### src/hw/rtl/uah_pkg.sv
// ----------------------------------------------------------------------------
// uah_pkg
// Shared types and constants for the unique address hash set.
// ----------------------------------------------------------------------------
package uah_pkg;

    localparam int          KEY_W      = 32;
    localparam int          CFG_W      = 4;
    localparam int          SLOT_W     = 10;
    localparam int          COUNT_W    = 11;
    localparam int          PERTURB_W  = 27;
    localparam int          MAX_BITS   = 10;
    localparam int          MIN_BITS   = 3;
    localparam logic [31:0] MIX_MULT   = 32'h045d_9f3b;
    localparam int          MIX_SHIFT  = 16;
    localparam int          PROBE_SHIFT = 5;
    localparam logic [CFG_W-1:0] INDEX_BITS_RST = 4'd10;

    typedef enum logic [1:0] {
        RES_NEW  = 2'd0,
        RES_DUP  = 2'd1,
        RES_MISS = 2'd2
    } t_result;

    typedef enum logic [2:0] {
        ST_CLEAR,
        ST_IDLE,
        ST_MUL1,
        ST_MIX2,
        ST_MUL2,
        ST_MIX3,
        ST_PROBE,
        ST_CHECK
    } t_state;

    typedef enum logic [3:0] {
        DP_NOP,
        DP_CLEAR,
        DP_LOAD,
        DP_MUL,
        DP_MIX,
        DP_PREP,
        DP_PROBE,
        DP_INSERT,
        DP_DUP,
        DP_MISS
    } t_dp_op;

    typedef struct packed {
        t_dp_op op;
    } t_cmd;

    typedef struct packed {
        logic clear_last;
        logic perturb_zero;
        logic slot_empty;
        logic slot_match;
    } t_stat;

endpackage

### src/hw/rtl/uah_ctrl.sv
// ----------------------------------------------------------------------------
// uah_ctrl
// Sequencer: clearing pass, hash steps and the probe/check loop.
// ----------------------------------------------------------------------------
module uah_ctrl (
    input  logic          i_clk,
    input  logic          i_rst_n,
    input  logic          start,
    output logic          busy,
    input  uah_pkg::t_stat i_stat,
    output uah_pkg::t_cmd  o_cmd
);
    import uah_pkg::*;

    t_state r_state;
    t_state n_state;

    always_ff @(posedge i_clk) begin
        if (!i_rst_n) begin
            r_state <= ST_CLEAR;
        end else begin
            r_state <= n_state;
        end
    end

    always_comb begin
        n_state    = r_state;
        o_cmd.op   = DP_NOP;
        busy       = 1'b1;
        unique case (r_state)
            ST_CLEAR: begin
                o_cmd.op = DP_CLEAR;
                if (i_stat.clear_last) begin
                    n_state = ST_IDLE;
                end
            end
            ST_IDLE: begin
                busy = 1'b0;
                if (start) begin
                    o_cmd.op = DP_LOAD;
                    n_state  = ST_MUL1;
                end
            end
            ST_MUL1: begin
                o_cmd.op = DP_MUL;
                n_state  = ST_MIX2;
            end
            ST_MIX2: begin
                o_cmd.op = DP_MIX;
                n_state  = ST_MUL2;
            end
            ST_MUL2: begin
                o_cmd.op = DP_MUL;
                n_state  = ST_MIX3;
            end
            ST_MIX3: begin
                o_cmd.op = DP_PREP;
                n_state  = ST_PROBE;
            end
            ST_PROBE: begin
                // perturb ran dry: out of probes
                if (i_stat.perturb_zero) begin
                    o_cmd.op = DP_MISS;
                    n_state  = ST_IDLE;
                end else begin
                    o_cmd.op = DP_PROBE;
                    n_state  = ST_CHECK;
                end
            end
            ST_CHECK: begin
                priority if (i_stat.slot_empty) begin
                    o_cmd.op = DP_INSERT;
                    n_state  = ST_IDLE;
                end else if (i_stat.slot_match) begin
                    o_cmd.op = DP_DUP;
                    n_state  = ST_IDLE;
                end else begin
                    n_state  = ST_PROBE;
                end
            end
            default: begin
                n_state = ST_IDLE;
            end
        endcase
    end

endmodule

### config.mk
export PLATFORM = sky130hd
export DESIGN_NAME = uah_ctrl
export DESIGN_NICKNAME = d
export VERILOG_FILES = /design/src/hw/rtl/uah_pkg.sv /design/src/hw/rtl/uah_ctrl.sv
export SDC_FILE = /design/constraint.sdc
export NUM_CORES = 1
export LEC_CHECK = 0
export BUFFER_PORTS_ARGS = -buffer_cell sky130_fd_sc_hd__buf_2
export CAP_MARGIN = 20
export CORE_AREA = 4 4 41 43
export CTS_CLUSTER_DIAMETER = 100
export CTS_CLUSTER_SIZE = 8
export DETAILED_ROUTE_END_ITERATION = 8
export DIE_AREA = 0 0 45 47
export MAX_ROUTING_LAYER = met4
export PLACE_DENSITY = 0.53
export SLEW_MARGIN = 20
export SYNTH_ARGS = -nofsm -noshare
export SYNTH_HDL_FRONTEND = slang
export SYNTH_SLANG_ARGS = --single-unit
### constraint.sdc
create_clock -name i_clk -period 1.4 [get_ports i_clk]
set_clock_uncertainty 0.05 [all_clocks]
set_input_delay 0.14 -clock i_clk [delete_from_list [all_inputs] [get_ports i_clk]]
set_output_delay 0.14 -clock i_clk [all_outputs]
set_load 0.01 [all_outputs]
==> results by group, run 1 <==
Critical path
  – Worst path cell trace: nor2b_4 -> a211oi_2 -> a31oi_1 -> buf_2
  – CP startpoint kind: register
  – CP bufs+invs: 1
  – Worst setup EP type: primary output
  – CP required: 1.21 ns
  – Crit path max fanout: 9
  – CP delay by family, top: flip-flops
  – Max stage delay on crit path: 0.39 ns
  – Critical path arrival: 1.13 ns
  – Crit Path Category: register to primary output
  – Worst path slowest cell: dfxtp_4

Route
  – Total Wirelength: 759 um
  – Wire per inst: 10.8 um
  – Initial DRT Pass Iterations: 3
  – DR iter-0 viols: 4
  – Vias: 331
  – Residual DRC: 0
  – DRT antenna net count: 0
  – Vias per cell: 4.73

Logic synthesis
  – Flops & latches, synth: 3
  – Post-synth top flop: dfxtp_1
  – Sequential share of the synthesized area: 20.6%
  – Post-Syn Instances: 39
  – Count of unique library cells instantiated by Yosys: 23
  – YS warnings: 0
  – Post-synth ARST share: 0%
  – Synthesized cell area: 292 sq um
  – Synth Area per Inst: 7.48 sq um
  – Syn Nets: 46
  – Count of flip-flops with a built-in enable after synthesis: 0

STA
  – Period utilization: 94.4%
  – Max Freq: 757 MHz
  – Setup TNS Final: 0 ns
  – Unrepaired setup endpoints after global routing: yes
  – Final hold vios: 0
  – Max transition margin: 85.1%
  – Setup violations, final: 0
  – Measured slew at the worst slew-check pin: 0.222 ns
  – Pins Over Slew Limit: 0
  – Tmin final: 1.32 ns

Floorplanning
  – Io pins: 12
  – Die W: 45 um
  – Die Height: 47 um
  – Row count: 13
  – Core area: 1300 sq um
  – Die ar.: 2120 sq um
  – Initial Utilization: 22.4%

Job
  – Max_cap viols: 0

Clocking
  – Clk buf depth: 2
  – Setup Buffers After CTS: 0
  – # hold bufs at CTS: 0
  – Clock Latency Late Sink: 0.23 ns
  – CTS root buffer: clkbuf_4
  – TritonCTS clock tree: built
  – CTS Sinks: 3
  – Clock Pin Slew Worst Setup and Hold Paths: 0.04 ns
  – Num CTS Buffers: 3
  – H-tree depth: 1

Global routing
  – First-pass GRT wire length: 1.41 mm
  – Tot GR Track Use: 9.45%
  – Pin count of the biggest net entering global routing: 14
  – Vias in the first global route: 364
  – Initial antenna violation count: 0
  – Grt ovf: 0

Placement
  – Port Buf Inserts: 11
  – Routability cong.: 0.838
  – DP HPWL: 581 um
  – Inst Count DP: 66

Pwr
  – Worst VDD drop: 0.604 mV
  – Leak: 0.000160 uW
  – Cell Pwr Density: 837 nW/um^2
  – Total power: 350 uW

Final layout
  – Final Non-Filler Cells: 70
  – Final Util: 32.1%
  – Most frequent cells in the layout: buf_2 (11), nand2_1 (6), buf_4 (4)
  – Layout area overhead: 43.3%
  – Max reg flops: 3
  – Layout cell share with drive strength beyond 1: 49.1%
  – Leading cell type in the layout, fill and taps excluded: buf_2
  – Antenna diodes: 0
  – Nets: 63
  – Regs by FF count: r_state: 3 flops
  – Largest register by flop count: r_state

Run status
  – Status: completed

Worst hold path
  – Worst min path class: primary input to register
-- final cells by class --
cell class	instances	area, sq um
well taps	15	18.8
repair buffers	15	85.1
fillers	146	883
multi-input cells	31	211
flip-flops and latches	3	68.8
inverters	2	7.51
clock buffers	4	26.3
-- per-stage QoR --
stage / instance area [sq um] / hold WS [ns] / setup slack [ns]
2_1_floorplan: 292 / 0.208 / 0.315
3_3_place_gp: 368 / 0.339 / 0.141
3_5_place_dp: 368 / 0.344 / 0.140
4_1_cts: 397 / 0.102 / 0.00396
5_1_grt: 418 / 0.118 / -0.0197
6_report: 418 / 0.116 / 0.0784
-- kinds of logic after synthesis --
logic type      after synthesis  share of synthesized area (%)
buf+inv                       5                           12.0
compound gates               13                           28.3
simple gates                 17                           35.6
flops                         3                           20.6
mux                           1                           3.43
-- routing by layer --
metal	GRT usage (%)	routed length, um
met5	-	0
met4	5.85	0
met3	2.30	41
met2	15.0	362
met1	10.7	355
-- worst paths after layout --
path | startpoint | end | slack [ns] | depth (start not counted)
max reg2reg | r_state[2] | r_state[0] | 0.22 | 4
max | r_state[1] | o_cmd[1] | 0.08 | 4
min reg2reg | r_state[2] | r_state[2] | 0.52 | 2
min | i_rst_n | r_state[0] | 0.12 | 2
-- where the power goes --
group          switching (uW)  internal [uW]
Clock                    41.4            107
Combinational            51.9           48.1
Sequential               11.3           90.3
Total                     105            245
-- synthesized netlist by cell type (2+ instances only) --
| master | count | area, sq um |
|---|---|---|
| a21oi_1 | 2 | 10.0 |
| buf_6 | 2 | 22.5 |
| dfxtp_1 | 3 | 60.1 |
| inv_1 | 2 | 7.51 |
| nand2_1 | 6 | 22.5 |
| nor2_1 | 2 | 7.51 |
| nor3_1 | 3 | 15.0 |
| o21ai_0 | 3 | 15.0 |
| o22ai_1 | 2 | 12.5 |
-- timing repair --
action | in CTS | in global routing
pin swaps | 0 | 2
endpoints found under the setup margin | 4 | 4
gates cloned | 0 | 0
resized for setup | 2 | 8
endpoints found under the hold margin | 0 | 0
Note: power is estimated with default switching activity, not from simulation.
==> run 2, diff against run 1 <==
--- a/config.mk
+++ b/config.mk
@@ -7,13 +7,15 @@
 export LEC_CHECK = 0
 export BUFFER_PORTS_ARGS = -buffer_cell sky130_fd_sc_hd__buf_2
 export CAP_MARGIN = 20
+export CELL_PAD_IN_SITES_DETAIL_PLACEMENT = 1
+export CELL_PAD_IN_SITES_GLOBAL_PLACEMENT = 1
 export CORE_AREA = 4 4 41 43
 export CTS_CLUSTER_DIAMETER = 100
 export CTS_CLUSTER_SIZE = 8
 export DETAILED_ROUTE_END_ITERATION = 8
 export DIE_AREA = 0 0 45 47
 export MAX_ROUTING_LAYER = met4
-export PLACE_DENSITY = 0.53
+export PLACE_DENSITY = 0.66
 export SLEW_MARGIN = 20
 export SYNTH_ARGS = -nofsm -noshare
 export SYNTH_HDL_FRONTEND = slang
==> run 2 against run 1 <==
Sequential power about the same. Largest power group unchanged. Global-route usage rose by 1.2 points. Die area did not move. Power increased by 1.2%. Clock power hardly changed. Critical path type unchanged. Combinational power about the same. Critical endpoint unchanged.
==> results by group, run 2 (same netlist as run 1, synthesis figures left out) <==
Global routing
  – First-pass GRT wire length: 1.39 mm
  – Initial antenna violation count: 0
  – Tot GR Track Use: 10.7%
  – Vias in the first global route: 331
  – Grt ovf: 0
  – Pin count of the biggest net entering global routing: 13

Route
  – Met3 WL: 82 um
  – Wl on met1: 377 um
  – DR iter-0 viols: 6
  – Total Wirelength: 930 um
  – Vias per cell: 5.09
  – Initial DRT Pass Iterations: 3
  – Vias: 356
  – Residual DRC: 0
  – Met2 wire len: 443 um
  – Wire per inst: 13.3 um
  – DRT antenna net count: 0
  – DR top layer: met4

Clocking
  – Clock Pin Slew Worst Setup and Hold Paths: 0.04 ns
  – CTS Sinks: 3
  – H-tree depth: 1
  – Clk buf depth: 2
  – TritonCTS clock tree: built
  – Clock Latency Late Sink: 0.23 ns
  – # hold bufs at CTS: 0
  – Num CTS Buffers: 3
  – Setup Buffers After CTS: 0
  – CTS root buffer: clkbuf_4

STA
  – Max Freq: 746 MHz
  – Setup TNS Final: 0 ns
  – Period utilization: 95.7%
  – Tmin final: 1.34 ns
  – Setup violations, final: 0
  – Max transition margin: 84.0%
  – Pins Over Slew Limit: 0
  – Measured slew at the worst slew-check pin: 0.237 ns
  – Final hold vios: 0

Pwr
  – Worst VDD drop: 0.528 mV
  – Total power: 354 uW
  – Cell Pwr Density: 839 nW/um^2
  – Leak: 0.000162 uW

Run status
  – Status: completed

Job
  – Max_cap viols: 0

Final layout
  – Final Non-Filler Cells: 70
  – Final Util: 32.4%
  – Fill cell count: 170
  – Regs by FF count: r_state: 3 flops
  – Nets: 63
  – Layout cell share with drive strength beyond 1: 47.3%
  – Fin area: 422 sq um
  – Largest register by flop count: r_state
  – Most frequent cells in the layout: buf_2 (11), nand2_1 (6)
  – Layout area overhead: 44.6%
  – Antenna diodes: 0
  – Leading cell type in the layout, fill and taps excluded: buf_2
  – Max reg flops: 3

Critical path
  – CP required: 1.21 ns
  – Crit path max fanout: 7
  – Crit Path Category: register to primary output
  – Critical path arrival: 1.15 ns
  – Worst setup EP type: primary output
  – CP startpoint kind: register

Floorplanning
  – Die W: 45 um
  – Die ar.: 2120 sq um
  – Core area: 1300 sq um
  – Io pins: 12
  – Row count: 13
  – Die Height: 47 um
  – Initial Utilization: 22.4%

Placement
  – DP HPWL: 689 um
  – Routability cong.: 0.833
  – Dpl cell area: 375 sq um
  – Inst Count DP: 67
  – Port Buf Inserts: 11

Worst hold path
  – Worst min path class: primary input to register
[run 2: cell counts in the layout (fill, tap and decap cells not counted)]
Identical to the previous run, type by type.
[run 2: per-stage QoR]
| stage | setup WS [ns] | hold WS [ns] |
|---|---|---|
| 4_1_cts | 0.00623 | 0.0984 |
| 3_3_place_gp | 0.176 | 0.331 |
| 6_report | 0.0599 | 0.109 |
| 3_5_place_dp | 0.149 | 0.333 |
| 5_1_grt | -0.00316 | 0.110 |
| 2_1_floorplan | 0.315 | 0.208 |
[run 2: area by class of cell]
cell class                 instances  area, sq um  share of cell area, %
timing repair buffer              15         88.8                   21.1
sequential                         3         71.3                   16.9
clock buffer                       4         26.3                   6.23
tap                               15         18.8                   4.45
inverter                           2         7.51                   1.78
multi-input combinational         31          209                   49.6
[run 2: routing by layer]
layer,vias up,GRT usage (%)
li1,174,-
met1,165,9.95
met2,13,15.8
met3,4,6.13
met4,0,8.77
met5,-,-
[run 2: critical path: stages, from the launching register on]
cell and delay, ns:
dfxtp_4 0.35, buf_6 0.14, nor2_4 0.08, nand2_1 0.05
a31oi_1 0.15, buf_2 0.14
[run 2: power breakdown]
part / switching, uW / leakage (uW) / internal, uW
registers: 14.7 / 0.0000267 / 90.0
logic: 51.0 / 0.000121 / 47.8
clock network: 43.6 / 0.0000150 / 107
[run 2: what timing repair did]
item / CTS / global route
setup endpoints to repair: 3 / 4
cloned: 0 / 0
resized for setup: 6 / 6
[run 2: path summary, 6_finish.rpt]
check	from	to	slack [ns]	depth (start not counted)
setup / recovery	r_state[1]	o_cmd[1]	0.06	5
hold / removal	i_rst_n	r_state[0]	0.11	2
setup reg to reg	r_state[1]	r_state[0]	0.31	4
hold reg to reg	r_state[2]	r_state[2]	0.53	2
==> run 3, diff against run 2 <==
--- a/config.mk
+++ b/config.mk
@@ -5,6 +5,7 @@
 export SDC_FILE = /design/constraint.sdc
 export NUM_CORES = 1
 export LEC_CHECK = 0
+export ABC_AREA = 1
 export BUFFER_PORTS_ARGS = -buffer_cell sky130_fd_sc_hd__buf_2
 export CAP_MARGIN = 20
 export CELL_PAD_IN_SITES_DETAIL_PLACEMENT = 1
@@ -15,7 +16,7 @@
 export DETAILED_ROUTE_END_ITERATION = 8
 export DIE_AREA = 0 0 45 47
 export MAX_ROUTING_LAYER = met4
-export PLACE_DENSITY = 0.66
+export PLACE_DENSITY = 0.7
 export SLEW_MARGIN = 20
 export SYNTH_ARGS = -nofsm -noshare
 export SYNTH_HDL_FRONTEND = slang
==> run 3 against run 2 <==
Core utilization up 5.1 points. Final area is 16% higher. Power increased by 23%. Wire length fell by 1.8%. Critical path depth rose by 1. Synthesized cell count rose by 33%. Clock power about the same. Global-route usage is 0.57 points lower. Fmax decreased by 3.4%. Critical path type unchanged. Critical endpoint unchanged. Largest cell class unchanged. Highest routed layer unchanged.
==> results by group, run 3 <==
STA
  – Period utilization: 99.1%
  – Setup ws final: 0.0126 ns
  – Max transition margin: 84.0%
  – Pins Over Slew Limit: 0
  – Setup TNS Final: 0 ns
  – Setup violations, final: 0
  – Measured slew at the worst slew-check pin: 0.238 ns
  – Final hold vios: 0
  – Tmin final: 1.39 ns
  – Unrepaired setup endpoints after global routing: yes
  – Max Freq: 721 MHz

Critical path
  – Length in cells of the worst reg-to-reg path: 8
  – Worst setup EP type: primary output
  – R2R setup slack: 0.27 ns
  – R2r endpoint: r_state[0]
  – Critical path arrival: 1.20 ns
  – Worst r2r src: r_state[1]
  – Crit path max fanout: 4
  – Crit Path Category: register to primary output
  – CP startpoint kind: register
  – CP required: 1.21 ns

Pwr
  – Total power: 435 uW
  – Worst VDD drop: 0.349 mV
  – Cell Pwr Density: 891 nW/um^2
  – Leak: 0.000284 uW

Logic synthesis
  – Synth Area per Inst: 5.70 sq um
  – Syn Nets: 59
  – Top cell type's share of synthesized area: 20.3%
  – Most frequent cell after synthesis: nand2_1
  – Post-synth ARST share: 0%
  – Synthesized cell area: 297 sq um
  – Synth top area cells: dfxtp_1 (20%), nand2_1 (18%), inv_1 (8.9%)
  – Synth area leader: dfxtp_1
  – Most common library cells after synthesis: nand2_1 (14), inv_1 (7), nor2_1 (7)
  – Sequential share of the synthesized area: 20.3%
  – Count of unique library cells instantiated by Yosys: 16
  – Count of flip-flops with a built-in enable after synthesis: 0
  – Post-Syn Instances: 52
  – Flops & latches, synth: 3
  – Post-synth top flop: dfxtp_1
  – YS warnings: 0

Clocking
  – Clk buf depth: 2
  – CTS Sinks: 3
  – Clock Latency Late Sink: 0.23 ns
  – CTS root buffer: clkbuf_4
  – Clock Pin Slew Worst Setup and Hold Paths: 0.04 ns
  – H-tree depth: 1
  – Num CTS Buffers: 3
  – TritonCTS clock tree: built
  – # hold bufs at CTS: 0

Route
  – Vias per cell: 4.48
  – Initial DRT Pass Iterations: 2
  – Residual DRC: 0
  – Vias: 394
  – Total Wirelength: 913 um
  – Wire per inst: 10.4 um
  – DRT antenna net count: 0
  – DR iter-0 viols: 3

Final layout
  – Max reg flops: 3
  – Most frequent cells in the layout: nand2_1 (13), buf_2 (9), inv_1 (6), buf_4 (6)
  – Regs by FF count: r_state: 3 flops
  – Fin area: 488 sq um
  – Largest register by flop count: r_state
  – Antenna diodes: 0
  – Fill cell count: 182
  – Final Util: 37.5%
  – Nets: 81
  – Layout area overhead: 64.6%
  – Multi-input logic area: 223 sq um
  – Register Area: 71.3 sq um
  – Leading cell type in the layout, fill and taps excluded: nand2_1
  – Layout cell share with drive strength beyond 1: 52.1%

Placement
  – Routability cong.: 0.803
  – Dpl cell area: 370 sq um
  – Port Buf Inserts: 11
  – Dpl ws: 0.0966 ns
  – DP HPWL: 666 um

Run status
  – Status: completed

Floorplanning
  – Initial Utilization: 22.8%
  – Die Height: 47 um
  – Io pins: 12
  – Row count: 13
  – Core area: 1300 sq um
  – Die W: 45 um
  – Die ar.: 2120 sq um

Global routing
  – Pin count of the biggest net entering global routing: 6
  – First-pass GRT wire length: 1.44 mm
  – Initial antenna violation count: 0
  – Grt ovf: 0
  – Vias in the first global route: 360
  – Tot GR Track Use: 10.1%

Job
  – Max_cap viols: 0

Worst hold path
  – Hold Startpoint: i_rst_n
  – Worst min path class: primary input to register
  – Hold EP: r_state[2]
  – Hold path cells: 3
-- run 3: what timing repair did --
action                     in CTS  in global routing
pin swaps                       2                  0
setup buffers                   4                  2
gates resized for setup        11                  5
setup endpoints to repair       4                  2
-- run 3: cell type report --
| cell class | count | share of cell area (%) |
|---|---|---|
| Multi-Input combinational cell | 40 | 45.6 |
| Timing Repair Buffer | 17 | 23.1 |
| Sequential cell | 3 | 14.6 |
| Inverter | 9 | 7.44 |
| Clock buffer | 4 | 5.38 |
| Tap cell | 15 | 3.85 |
-- run 3: cells by family (layout without fill, tap and decap cells) --
group	after synthesis	in the layout	share of synthesized area [%]
flip-flops	3	3	20.3
buffers and inverters	9	30	11.4
AO/OA/AOI/OAI	5	5	8.44
AND/OR/NAND/NOR	35	35	59.9
-- run 3: metrics by stage --
stage	hold WS [ns]	std cells
5_1_grt	0.0809	88
4_1_cts	0.0535	86
2_1_floorplan	0.188	52
3_5_place_dp	0.298	78
3_3_place_gp	0.292	78
6_report	0.0587	88
-- run 3: worst max-delay path by stage --
stage                           from        to  slack (ns)
after floorplan           r_state[0]  o_cmd[1]        0.31
after global placement    r_state[0]  o_cmd[1]        0.11
after detailed placement  r_state[0]  o_cmd[1]         0.1
after CTS                 r_state[0]  o_cmd[1]       0.007
after global routing      r_state[1]  o_cmd[1]       -0.05
final                     r_state[1]  o_cmd[1]        0.01
-- run 3: per-layer routing --
layer | global-route usage (%) | wire length, um | up-vias
li1 | - | - | 203
met3 | 1.15 | 26 | 4
met1 | 11.3 | 377 | 180
met4 | 8.77 | 25 | 0
met2 | 15.8 | 483 | 7
met5 | - | 0 | -
-- run 3: worst max-delay path, stage by stage (launching register included) --
cell and delay (ns):
dfxtp_4 0.38, nand2_4 0.08, nor2_4 0.11, nand2_2 0.06, and2_4 0.16, nand3_2 0.07, buf_6 0.10
-- run 3: power breakdown --
part,switching [uW],internal [uW]
clock network,43.9,107
registers,17.5,95.3
logic,90.9,80.2
